`src/sv/escaped_crc8_frame_encoder_top_assert.svh`:
```
`ifndef ESCAPED_CRC8_FRAME_ENCODER_TOP_ASSERT_SVH
`define ESCAPED_CRC8_FRAME_ENCODER_TOP_ASSERT_SVH

// same-cycle implication, checked outside reset
`define ECFE_ASSERT_NOW(lbl, ante, cons) \
	lbl: assert property (@(posedge clk) disable iff (!arst_n) (ante) |-> (cons)) \
		else $error("ecfe assertion failed");

// next-cycle implication, checked outside reset
`define ECFE_ASSERT_NEXT(lbl, ante, cons) \
	lbl: assert property (@(posedge clk) disable iff (!arst_n) (ante) |=> (cons)) \
		else $error("ecfe assertion failed");

`endif

```
`src/sv/ecfe_pkg.sv`:
```
package ecfe_pkg;

	localparam logic [7:0] SEMI_CHAR = 8'h3B;
	localparam logic [7:0] ESC_CHAR = 8'h5C;
	localparam logic [7:0] CRC_TOP_BIT = 8'h80;
	localparam logic [7:0] CRC_POLY_RESET = 8'h07;
	localparam int ECFE_QUEUE_DEPTH = 4;

	// register word indexes on the config port
	localparam logic REG_CRC_POLY = 1'b0;

	// one classified payload byte, as queued between front and back
	typedef struct packed {
		logic [7:0] data;
		logic       esc_data;
		logic       last;
		logic [7:0] crc;
		logic       esc_crc;
	} ecfe_item_t;

	// which wire word of the head item goes out next
	typedef enum logic [2:0] {
		PH_START,
		PH_ESC_DATA,
		PH_DATA,
		PH_ESC_CRC,
		PH_CRC,
		PH_TERM
	} ecfe_phase_t;

	function automatic logic needs_escape(input logic [7:0] b);
		return (b == SEMI_CHAR) || (b == ESC_CHAR);
	endfunction

	// msb-first crc-8 over one byte
	function automatic logic [7:0] crc8_update(input logic [7:0] crc, input logic [7:0] b,
		input logic [7:0] poly);
		logic [7:0] r;
		r = crc ^ b;
		for (int k = 0; k < 8; k++) begin
			if ((r & CRC_TOP_BIT) != 8'h00) begin
				r = {r[6:0], 1'b0} ^ poly;
			end else begin
				r = {r[6:0], 1'b0};
			end
		end
		return r;
	endfunction

endpackage

```
`src/sv/ecfe_front.sv`:
```
module ecfe_front
	import ecfe_pkg::*;
(
	input  logic       clk,
	input  logic       arst_n,
	input  logic       in_valid,
	output logic       in_stall,
	input  logic [7:0] data_byte,
	input  logic       last_byte,
	input  logic [7:0] crc_poly,
	input  logic       queue_full,
	output logic       push,
	output ecfe_item_t push_item
);

	logic [7:0] crc_q;
	logic [7:0] crc_next;

	assign crc_next = crc8_update(crc_q, data_byte, crc_poly);
	assign in_stall = queue_full;
	assign push = in_valid && !queue_full;

	always_comb begin
		push_item.data = data_byte;
		push_item.esc_data = needs_escape(data_byte);
		push_item.last = last_byte;
		push_item.crc = crc_next;
		push_item.esc_crc = needs_escape(crc_next);
	end

	// running crc, cleared after the last byte of a frame
	always_ff @(posedge clk or negedge arst_n) begin
		if (!arst_n) begin
			crc_q <= 8'h00;
		end else if (push) begin
			crc_q <= last_byte ? 8'h00 : crc_next;
		end
	end

endmodule

```
`src/sv/ecfe_queue.sv`:
```
module ecfe_queue
	import ecfe_pkg::*;
#(
	parameter int DEPTH = ECFE_QUEUE_DEPTH
) (
	input  logic       clk,
	input  logic       arst_n,
	input  logic       push,
	input  ecfe_item_t push_item,
	input  logic       pop,
	output logic       full,
	output logic       head_valid,
	output ecfe_item_t head_item
);

	localparam int PTR_W = (DEPTH > 1) ? $clog2(DEPTH) : 1;
	localparam int CNT_W = $clog2(DEPTH + 1);

	ecfe_item_t       mem_q [DEPTH];
	logic [PTR_W-1:0] wr_ptr_q;
	logic [PTR_W-1:0] rd_ptr_q;
	logic [CNT_W-1:0] count_q;

	assign full = (count_q == CNT_W'(DEPTH));
	assign head_valid = (count_q != '0);
	assign head_item = mem_q[rd_ptr_q];

	always_ff @(posedge clk) begin
		if (push) begin
			mem_q[wr_ptr_q] <= push_item;
		end
	end

	always_ff @(posedge clk or negedge arst_n) begin
		if (!arst_n) begin
			wr_ptr_q <= '0;
			rd_ptr_q <= '0;
			count_q <= '0;
		end else begin
			if (push) begin
				wr_ptr_q <= (wr_ptr_q == PTR_W'(DEPTH - 1)) ? '0 : wr_ptr_q + 1'b1;
			end
			if (pop) begin
				rd_ptr_q <= (rd_ptr_q == PTR_W'(DEPTH - 1)) ? '0 : rd_ptr_q + 1'b1;
			end
			if (push && !pop) begin
				count_q <= count_q + 1'b1;
			end else if (pop && !push) begin
				count_q <= count_q - 1'b1;
			end
		end
	end

endmodule

```
`src/sv/ecfe_back.sv`:
```
`include "escaped_crc8_frame_encoder_top_assert.svh"

module ecfe_back
	import ecfe_pkg::*;
(
	input  logic       clk,
	input  logic       arst_n,
	input  logic       head_valid,
	input  ecfe_item_t head_item,
	output logic       pop,
	output logic       out_valid,
	input  logic       out_stall,
	output logic [7:0] out_byte,
	output logic       frame_end,
	output logic       run_last
);

	ecfe_phase_t ph_q;
	ecfe_phase_t ph_d;
	ecfe_phase_t ph_cur;
	logic        load;
	logic        word_last;
	logic [7:0]  word_byte;
	logic        word_end;
	logic        out_valid_q;
	logic [7:0]  out_byte_q;
	logic        frame_end_q;
	logic        run_last_q;

	assign load = head_valid && (!out_valid_q || !out_stall);
	assign pop = load && word_last;

	always_comb begin
		ph_cur = ph_q;
		if (ph_q == PH_START) begin
			ph_cur = head_item.esc_data ? PH_ESC_DATA : PH_DATA;
		end
		word_byte = ESC_CHAR;
		word_end = 1'b0;
		word_last = 1'b0;
		ph_d = ph_q;
		case (ph_cur)
			PH_ESC_DATA: begin
				ph_d = PH_DATA;
			end
			PH_DATA: begin
				word_byte = head_item.data;
				word_last = !head_item.last;
				if (head_item.last) begin
					ph_d = head_item.esc_crc ? PH_ESC_CRC : PH_CRC;
				end else begin
					ph_d = PH_START;
				end
			end
			PH_ESC_CRC: begin
				ph_d = PH_CRC;
			end
			PH_CRC: begin
				word_byte = head_item.crc;
				ph_d = PH_TERM;
			end
			PH_TERM: begin
				word_byte = SEMI_CHAR;
				word_end = 1'b1;
				word_last = 1'b1;
				ph_d = PH_START;
			end
			default: begin
				ph_d = PH_START;
			end
		endcase
	end

	always_ff @(posedge clk or negedge arst_n) begin
		if (!arst_n) begin
			ph_q <= PH_START;
		end else if (load) begin
			ph_q <= ph_d;
		end
	end

	always_ff @(posedge clk or negedge arst_n) begin
		if (!arst_n) begin
			out_valid_q <= 1'b0;
		end else if (load) begin
			out_valid_q <= 1'b1;
		end else if (!out_stall) begin
			out_valid_q <= 1'b0;
		end
	end

	always_ff @(posedge clk) begin
		if (load) begin
			out_byte_q <= word_byte;
			frame_end_q <= word_end;
			run_last_q <= word_last;
		end
	end

	assign out_valid = out_valid_q;
	assign out_byte = out_byte_q;
	assign frame_end = frame_end_q;
	assign run_last = run_last_q;

	`ECFE_ASSERT_NOW(a_term_word, out_valid_q && frame_end_q,
		out_byte_q == SEMI_CHAR && run_last_q)
	`ECFE_ASSERT_NOW(a_mid_item_has_head, ph_q != PH_START, head_valid)
	`ECFE_ASSERT_NEXT(a_pop_leaves_run_last, pop, out_valid_q && run_last_q)

endmodule

```
`src/sv/escaped_crc8_frame_encoder_top.sv`:
```
// the first wire word of an item goes via the item queue, then the back end's output register
// throughput: one wire word per cycle unless stalled; an item is 1 word, 2 if escaped, plus 2
//   or 3 crc and terminator words on the last byte, set by the back end's single output register
// the input side takes a word every cycle until the item queue (QUEUE_DEPTH entries) fills
// reset: clears the crc, empties the queue, drops out_valid and sets crc_poly to 0x07
module escaped_crc8_frame_encoder_top
	import ecfe_pkg::*;
#(
	parameter int QUEUE_DEPTH = ECFE_QUEUE_DEPTH
) (
	input  logic        clk,
	input  logic        arst_n,
	// payload input
	input  logic        in_valid,
	output logic        in_stall,
	input  logic [7:0]  data_byte,
	input  logic        last_byte,
	// encoded wire output
	output logic        out_valid,
	input  logic        out_stall,
	output logic [7:0]  out_byte,
	output logic        frame_end,
	output logic        run_last,
	// register port
	input  logic        psel,
	input  logic        penable,
	input  logic        pwrite,
	input  logic [2:0]  paddr,
	input  logic [31:0] pwdata,
	output logic [31:0] prdata,
	output logic        pready
);

	logic       [7:0] crc_poly_q;
	logic             cfg_wr;
	logic             push;
	logic             pop;
	logic             queue_full;
	logic             head_valid;
	ecfe_item_t       push_item;
	ecfe_item_t       head_item;

	// register port: one word, polynomial in the low byte
	assign pready = 1'b1;
	assign cfg_wr = psel && penable && pwrite && (paddr[2] == REG_CRC_POLY);
	assign prdata = (paddr[2] == REG_CRC_POLY) ? {24'h000000, crc_poly_q} : 32'h00000000;

	always_ff @(posedge clk or negedge arst_n) begin
		if (!arst_n) begin
			crc_poly_q <= CRC_POLY_RESET;
		end else if (cfg_wr) begin
			crc_poly_q <= pwdata[7:0];
		end
	end

	// front: takes a byte, updates the crc and classifies escapes
	ecfe_front u_front (
		.clk        (clk),
		.arst_n     (arst_n),
		.in_valid   (in_valid),
		.in_stall   (in_stall),
		.data_byte  (data_byte),
		.last_byte  (last_byte),
		.crc_poly   (crc_poly_q),
		.queue_full (queue_full),
		.push       (push),
		.push_item  (push_item)
	);

	// short queue so the front keeps taking bytes while escapes drain
	ecfe_queue #(
		.DEPTH (QUEUE_DEPTH)
	) u_queue (
		.clk        (clk),
		.arst_n     (arst_n),
		.push       (push),
		.push_item  (push_item),
		.pop        (pop),
		.full       (queue_full),
		.head_valid (head_valid),
		.head_item  (head_item)
	);

	// back: sequences escape, byte, crc and terminator words onto the wire
	ecfe_back u_back (
		.clk        (clk),
		.arst_n     (arst_n),
		.head_valid (head_valid),
		.head_item  (head_item),
		.pop        (pop),
		.out_valid  (out_valid),
		.out_stall  (out_stall),
		.out_byte   (out_byte),
		.frame_end  (frame_end),
		.run_last   (run_last)
	);

endmodule
```
`config.mk`:
```
export PLATFORM = sky130hd
export DESIGN_NAME = escaped_crc8_frame_encoder_top
export DESIGN_NICKNAME = d
export VERILOG_FILES = /design/src/sv/ecfe_pkg.sv /design/src/sv/ecfe_front.sv /design/src/sv/ecfe_queue.sv /design/src/sv/ecfe_back.sv /design/src/sv/escaped_crc8_frame_encoder_top.sv
export VERILOG_INCLUDE_DIRS = /design/src /design/src/sv
export SDC_FILE = /design/constraint.sdc
export NUM_CORES = 1
export LEC_CHECK = 0
export BUFFER_PORTS_ARGS = -buffer_cell sky130_fd_sc_hd__buf_2
export CAP_MARGIN = 0
export CORE_UTILIZATION = 60
export DETAILED_ROUTE_END_ITERATION = 10
export PLACE_DENSITY = 0.83
export SKIP_LAST_GASP = 1
export SLEW_MARGIN = 40
export SYNTH_ARGS = -nofsm -noshare
export SYNTH_HDL_FRONTEND = slang
export SYNTH_HIERARCHICAL = 1
export SYNTH_SLANG_ARGS = --single-unit
```
`constraint.sdc`:
```
create_clock -name clk -period 6 [get_ports clk]
set_input_delay 0.3 -clock clk [delete_from_list [all_inputs] [get_ports clk]]
set_output_delay 0.3 -clock clk [all_outputs]
set_load 0.005 [all_outputs]
```
==> summary.txt, run 1 <==
Timing
  • Max-slew violation count: 0
  • Max_slew headroom: 0.516
  • Clk_skew: about 15 ps
  • Setup TNS: 0 ps
  • Slew @ Worst Pin: approximately 720 ps
  • Crit path time final: 4960 ps
  • Fmax: 202 MHz
  • Hold_ws: ~120 ps
  • Final Hold Vio Count: 0
  • Period utilisation layout: 0.827
  • Setup violators final: 0
  • RSZ-0062 raised after global routing: false

Final layout
  • Share of cells above drive strength 1: 0.244
  • Area delta synth->final: 10.3%
  • Commonest non-fill, non-tap cell in the layout: edfxtp_1
  • Fin nets: 680
  • Util after Layout: 0.689
  • Area of the multi-input gates: around 3200 µm²
  • Storage element area: approximately 3300 µm²
  • Fillers: between 700 and 800
  • Non-filler instance count after layout: 775
  • Most frequent cells in the layout: edfxtp_1 (86), nand2_1 (56), buf_2 (44), xnor2_1 (34), nor2_1 (30)
  • # diodes: 0

Synth
  • Synth warnings: 6
  • Cell variety after synth: 86
  • Post-Synthesis Cells: 593
  • EDFF count, synth: 86
  • FFs w/ async S/R, synth: 0.239
  • Most used flip-flop cell after synthesis: edfxtp_1
  • Register area share after synthesis: 0.474
  • Mapped Area: roughly 6900 µm²
  • Synth Register Bits: about 110
  • Syn avg cell area: 11.6 µm²

Drt
  • DRC viols: 0
  • Routed wire per std cell: between 15 and 20 µm
  • ANT nets after route: 0
  • Vias per cell: between 6 and 7
  • WL final: approximately 15 mm
  • Starting DRT DRC Count: about 390
  • DRT Pass-1 Iters: 5
  • Via Count: 4800

Place
  • RePlAce Congestion: 0.896
  • # port buffers: 44
  • Hpwl dp: about 10 mm
  • Cell count after placement: about 740

Critical path
  • WP data required: 6130 ps
  • Worst setup path class: reg2reg
  • Crit end category: flip-flop
  • Crit-path max FO: 17
  • WP data arrival: between 5000 and 6000 ps
  • Startpoint types: flip-flop

Clock network
  • Worst-Skew Late Latency: 410 ps
  • CTS root buf: clkbuf_16
  • # resized after CTS: 0
  • Clock tree from TritonCTS: yes
  • # clock sinks: between 100 and 150
  • Clock Pin Slew Worst Setup and Hold Paths: 50 ps
  • Clock Tree Buf Depth: 2
  • Total CTS buffers: 17
  • H-tree depth: 4
  • Setup Fix Bufs, Post-CTS: 0

Die
  • Row count: 38
  • Die X-Extent: 109 µm
  • Initial Utilization: 0.624
  • Top Ports: 96
  • Die ar.: 11900 µm²
  • Placeable Area: ~11000 µm²
  • Die Ht: 109 µm

GRT
  • Total routing usage reported by global routing: 0.274
  • Pin count of the biggest net entering global routing: 28
  • Vias in the first global route: about 4600
  • First-pass GRT wire length: approximately 24 mm
  • Total gr overflow: 0
  • Initial antenna violation count: 0

Flow run
  • Max Cap Violations: 0

Worst hold path
  • Hold crit path type: in2reg

Outcome
  • Status: finished clean
[timing repair]
action,4_1_cts,5_1_grt
hold endpoints to repair,24,0
endpoints found under the setup margin,0,0
hold buffers,1,0
[cells in the mapped netlist, types with 4 or more instances]
cell type	number	area [µm²]
a211oi_1	6	45.0
inv_1	12	45.0
dfrtp_1	24	601
edfxtp_1	86	2580
xnor2_2	6	97.6
o21a_1	4	30.0
nand3_1	11	55.1
a211o_1	4	35.0
mux4_2	18	405
ha_1	6	75.1
buf_4	38	285
a21oi_1	20	100
and2_1	8	50.1
xnor2_1	34	298
clkbuf_1	12	45.0
mux2_2	11	124
o211ai_1	7	52.6
nand2_1	56	210
nor2_1	30	113
o21ai_0	17	85.1
nand2b_1	7	43.8
xor2_1	16	140
nor3_1	19	95.1
or3_1	4	25.0
o22ai_1	5	31.3
and2b_2	8	70.1
a22o_1	11	96.3
a31oi_1	4	25.0
buf_2	13	65.1
and3_1	4	25.0
[path summary, 6_finish.rpt]
check                                                end  slack (ps)  cells past startpoint                    startpoint
min in group asynchronous     u_back/ph_q[2]$_DFFE_PN0P_         450                      2                        arst_n
max                        u_queue/mem_q[0][0]$_DFFE_PP_        1040                     14  u_front/crc_q[5]$_DFFE_PN0P_
min reg2reg                 u_back/out_valid$_DFFE_PN0P_         520                      1  u_back/out_valid$_DFFE_PN0P_
min                            crc_poly_q[4]$_DFFE_PN0P_         120                      2                     pwdata[4]
max in group asynchronous   u_front/crc_q[3]$_DFFE_PN0P_        5120                      2                        arst_n
max reg2reg                u_queue/mem_q[0][0]$_DFFE_PP_        1040                     14  u_front/crc_q[5]$_DFFE_PN0P_
[worst max-delay path, stage by stage (launching register included)]
cell      delay, ps
dfrtp_1         430
xnor2_2         620
xnor2_2         240
mux2i_1         380
a211oi_1        150
nor3_1          290
nor3_1          140
or4_1           540
a31oi_1         250
a21oi_1         110
xnor2_2         570
nand2_1         150
xnor2_1         510
nor2_1          100
o211a_1         200
[sequential cells by signal, summed over array words and instances (netlist names)]
name / cells
crc_poly_q: 8
u_back/frame_end: 1
u_back/out_byte: 8
u_back/out_valid: 1
u_back/ph_q: 3
u_back/run_last: 1
u_front/crc_q: 8
u_queue/count_q: 3
u_queue/mem_q: 76
u_queue/rd_ptr_q: 2
u_queue/wr_ptr_q: 2
[final cells by class]
class / count / share of cell area
timing repair buffer: 56 / 0.0412
tap: 140 / 0.0231
multi-input combinational: 420 / 0.424
inverter: 14 / 0.00692
clock buffer: 17 / 0.0560
clock inverter: 15 / 0.0189
sequential: 113 / 0.429
[metrics by stage]
stage | instance area [µm²] | setup WS, ps
2_1_floorplan | 6970 | 2170
3_3_place_gp | 7010 | 1250
3_5_place_dp | 7020 | 1150
4_1_cts | 7590 | 1100
5_1_grt | 7590 | 625
6_report | 7590 | 1040
[cells by family (layout without fill, tap and decap cells)]
family | Yosys count | count (layout) | share of synthesized area
compound gates | 121 | 121 | 0.131
other cells | 2 | 25 | 0.00109
fa+ha+maj | 7 | 7 | 0.0138
xor+xnor | 60 | 60 | 0.0901
simple gates | 175 | 175 | 0.135
mux | 32 | 32 | 0.0841
flops | 113 | 113 | 0.474
buf+inv | 83 | 102 | 0.0716
[layer usage]
layer | part of all wire | global-route usage | vias up
met4 | 0.024 | 0.109 | 0
met3 | 0.053 | 0.0520 | 34
met1 | 0.39 | 0.316 | 2353
li1 | - | - | 2203
met5 | 0 | 0 | -
met2 | 0.53 | 0.498 | 210
Power of run 1 is not shown: default switching activity piles up to over one toggle a cycle in this logic, so the estimate is an artifact.
==> run 2, diff against run 1 <==
--- a/config.mk
+++ b/config.mk
@@ -8,9 +8,9 @@
 export LEC_CHECK = 0
 export BUFFER_PORTS_ARGS = -buffer_cell sky130_fd_sc_hd__buf_2
 export CAP_MARGIN = 0
-export CORE_UTILIZATION = 60
+export CORE_UTILIZATION = 58
 export DETAILED_ROUTE_END_ITERATION = 10
-export PLACE_DENSITY = 0.83
+export PLACE_DENSITY = 0.8
 export SKIP_LAST_GASP = 1
 export SLEW_MARGIN = 40
 export SYNTH_ARGS = -nofsm -noshare
==> constraint.sdc (replaced) <==
create_clock -name clk -period 4.6 [get_ports clk]
set_input_delay 0.23 -clock clk [delete_from_list [all_inputs] [get_ports clk]]
set_output_delay 0.23 -clock clk [all_outputs]
set_load 0.005 [all_outputs]
==> run 2 against run 1 <==
- the flow now finishes with violations (design-rule violations)
- final area up 3.6%
- core utilization down 0.53 points
- first-iteration DRC count down 0.26%
- clock-buffer cell count up 4
- global-route usage down 0.79 points
- cell count up 2.2%
- hold slack worse by 78 ps
- sequential share of layout area down 1.5 points
- via count up 0.54%
- critical path depth up 1
- critical endpoint is now u_queue/mem_q[1][0]$_DFFE_PP_
- largest cell class unchanged
==> summary.txt, run 2 (synthesized netlist as in run 1, its figures left out) <==
Clock network
  • # clock sinks: 113 (unchanged)
  • H-tree depth: 4 (unchanged)
  • Total CTS buffers: 17 (unchanged)
  • Clock Pin Slew Worst Setup and Hold Paths: 50 ps (about the same)
  • Worst-Skew Late Latency: 420 ps (about the same)
  • Clock tree from TritonCTS: yes
  • CTS root buf: clkbuf_16
  • Clock Tree Buf Depth: 2 (unchanged)

Drt
  • DRT Pass-1 Iters: 8 (+3)
  • Via Count: 4826 (+0.54%)
  • Routed wire per std cell: 19.5 µm (-0.18%)
  • DRC viols: 13 (+13)
  • ANT nets after route: 0 (unchanged)
  • Starting DRT DRC Count: 384 (-0.26%)
  • WL final: 15.4 mm (+2.0%)
  • Vias per cell: 6.09 (-1.6%)

Place
  • Hpwl dp: 10.3 mm (+0.89%)
  • # port buffers: 44 (unchanged)
  • RePlAce Congestion: 0.886 (-1.1%)

Timing
  • Max-slew violation count: 0 (unchanged)
  • Clk_skew: 16.0 ps (+1.36 ps)
  • Slew @ Worst Pin: 696 ps (-26.2 ps)
  • Crit path time final: 4410 ps (-548 ps)
  • Max_slew headroom: 0.536 (+0.0198)
  • Period utilisation layout: 0.959 (+0.132)
  • Setup violators final: 0 (unchanged)
  • Final Hold Vio Count: 0 (unchanged)
  • Fmax: 227 MHz (+12%)
  • Hold_ws: 45.5 ps (-77.9 ps)

Worst hold path
  • Hold crit path type: in2reg
  • Worst hold path depth: 2 (unchanged)

Final layout
  • Commonest non-fill, non-tap cell in the layout: edfxtp_1
  • Fin nets: 694 (+2.1%)
  • Share of cells above drive strength 1: 0.263 (+0.0194)
  • Most flop-heavy register: u_queue/mem_q
  • Area delta synth->final: 14.2%
  • # diodes: 0 (unchanged)
  • Most frequent cells in the layout: edfxtp_1 (86), nand2_1 (56), buf_2 (44), xnor2_1 (34), nor2_1 (30)
  • Max reg flops: 76 (unchanged)

Die
  • Initial Utilization: 0.598 (-0.0263)
  • Placeable Area: 11500 µm² (+4.4%)
  • Die X-Extent: 111 µm (+1.7%)
  • Die ar.: 12300 µm² (+3.4%)
  • Top Ports: 96 (unchanged)
  • Die Ht: 111 µm (+1.7%)
  • Row count: 39 (+2.6%)

Critical path
  • Flop2flop setup slack: 190 ps (-850 ps)
  • Startpoint types: flip-flop
  • Crit end category: flip-flop
  • Worst setup path class: reg2reg
  • Worst R2R Path Depth: 15 (+1)
  • WP data required: 4860 ps (-1270 ps)
  • WP data arrival: 4680 ps (-410 ps)
  • Crit-path max FO: 9 (-8)

Outcome
  • Status: finished with violations
  • Failing checks: design-rule violations

GRT
  • Initial antenna violation count: 0 (unchanged)
  • Total routing usage reported by global routing: 0.266 (-0.00791)
  • Pin count of the biggest net entering global routing: 28 (unchanged)
  • First-pass GRT wire length: 24.8 mm (+3.5%)
  • Total gr overflow: 0 (unchanged)
  • Vias in the first global route: 4807 (+4.7%)

Flow run
  • Max Cap Violations: 0 (unchanged)
==> run 2: what timing repair did <==
action,CTS,global route
endpoints found under the setup margin,0,34
hold buffers,1,0
buffers inserted,0,1
gates resized for setup,0,6
hold endpoints to repair,24,0
==> run 2: layout make-up <==
class,instances,area (µm²)
multi-input cells,420,3260
repair buffers,70,443
flip-flops and latches,113,3260
inverters,14,52.6
clock inverters,11,209
fillers,803,3650
clock buffers,21,460
well taps,143,179
==> run 2: critical path, cell delays in order (launching register included) <==
cell,delay (ps)
dfrtp_1,470
xnor2_4,310
buf_4,230
nor2_1,80
a211oi_1,290
a211o_1,150
nand4_1,210
and3_2,330
a2111oi_2,390
nor3_1,140
or3_1,360
a21oi_1,190
xnor3_1,330
nor4_1,360
o31a_1,210
o211a_1,210
==> run 2: layer usage <==
metal	up-vias	wire, µm	part of all wire	track usage
li1	2231	-	-	-
met1	2385	6160	0.40	0.316
met2	184	8080	0.52	0.458
met3	26	842	0.055	0.0623
met4	0	340	0.022	0.126
met5	-	0	0	0
==> run 2: path summary, 6_finish.rpt <==
kind,endpoint,from
max in group asynchronous,u_front/crc_q[6]$_DFFE_PN0P_,arst_n
setup / recovery,u_queue/mem_q[1][0]$_DFFE_PP_,u_front/crc_q[5]$_DFFE_PN0P_
hold / removal,u_back/out_valid$_DFFE_PN0P_,out_stall
hold reg to reg,u_queue/count_q[2]$_DFFE_PN0P_,u_queue/count_q[2]$_DFFE_PN0P_
setup reg to reg,u_queue/mem_q[1][0]$_DFFE_PP_,u_front/crc_q[5]$_DFFE_PN0P_
min in group asynchronous,u_front/crc_q[3]$_DFFE_PN0P_,arst_n
==> run 2: metrics by stage <==
stage	setup TNS [ps]	utilization	instances	worst slack, ps	instance area [µm²]
after global routing	-41.9	0.683	792	-10.6	7870
final	0	0.683	792	187	7870
after CTS	0	0.679	791	20.2	7820
after floorplan	0	-	616	765	6970
after detailed placement	0	0.620	758	61.5	7140
after global placement	0	0.620	758	228	7140
Power of run 2 is left out for the same reason.
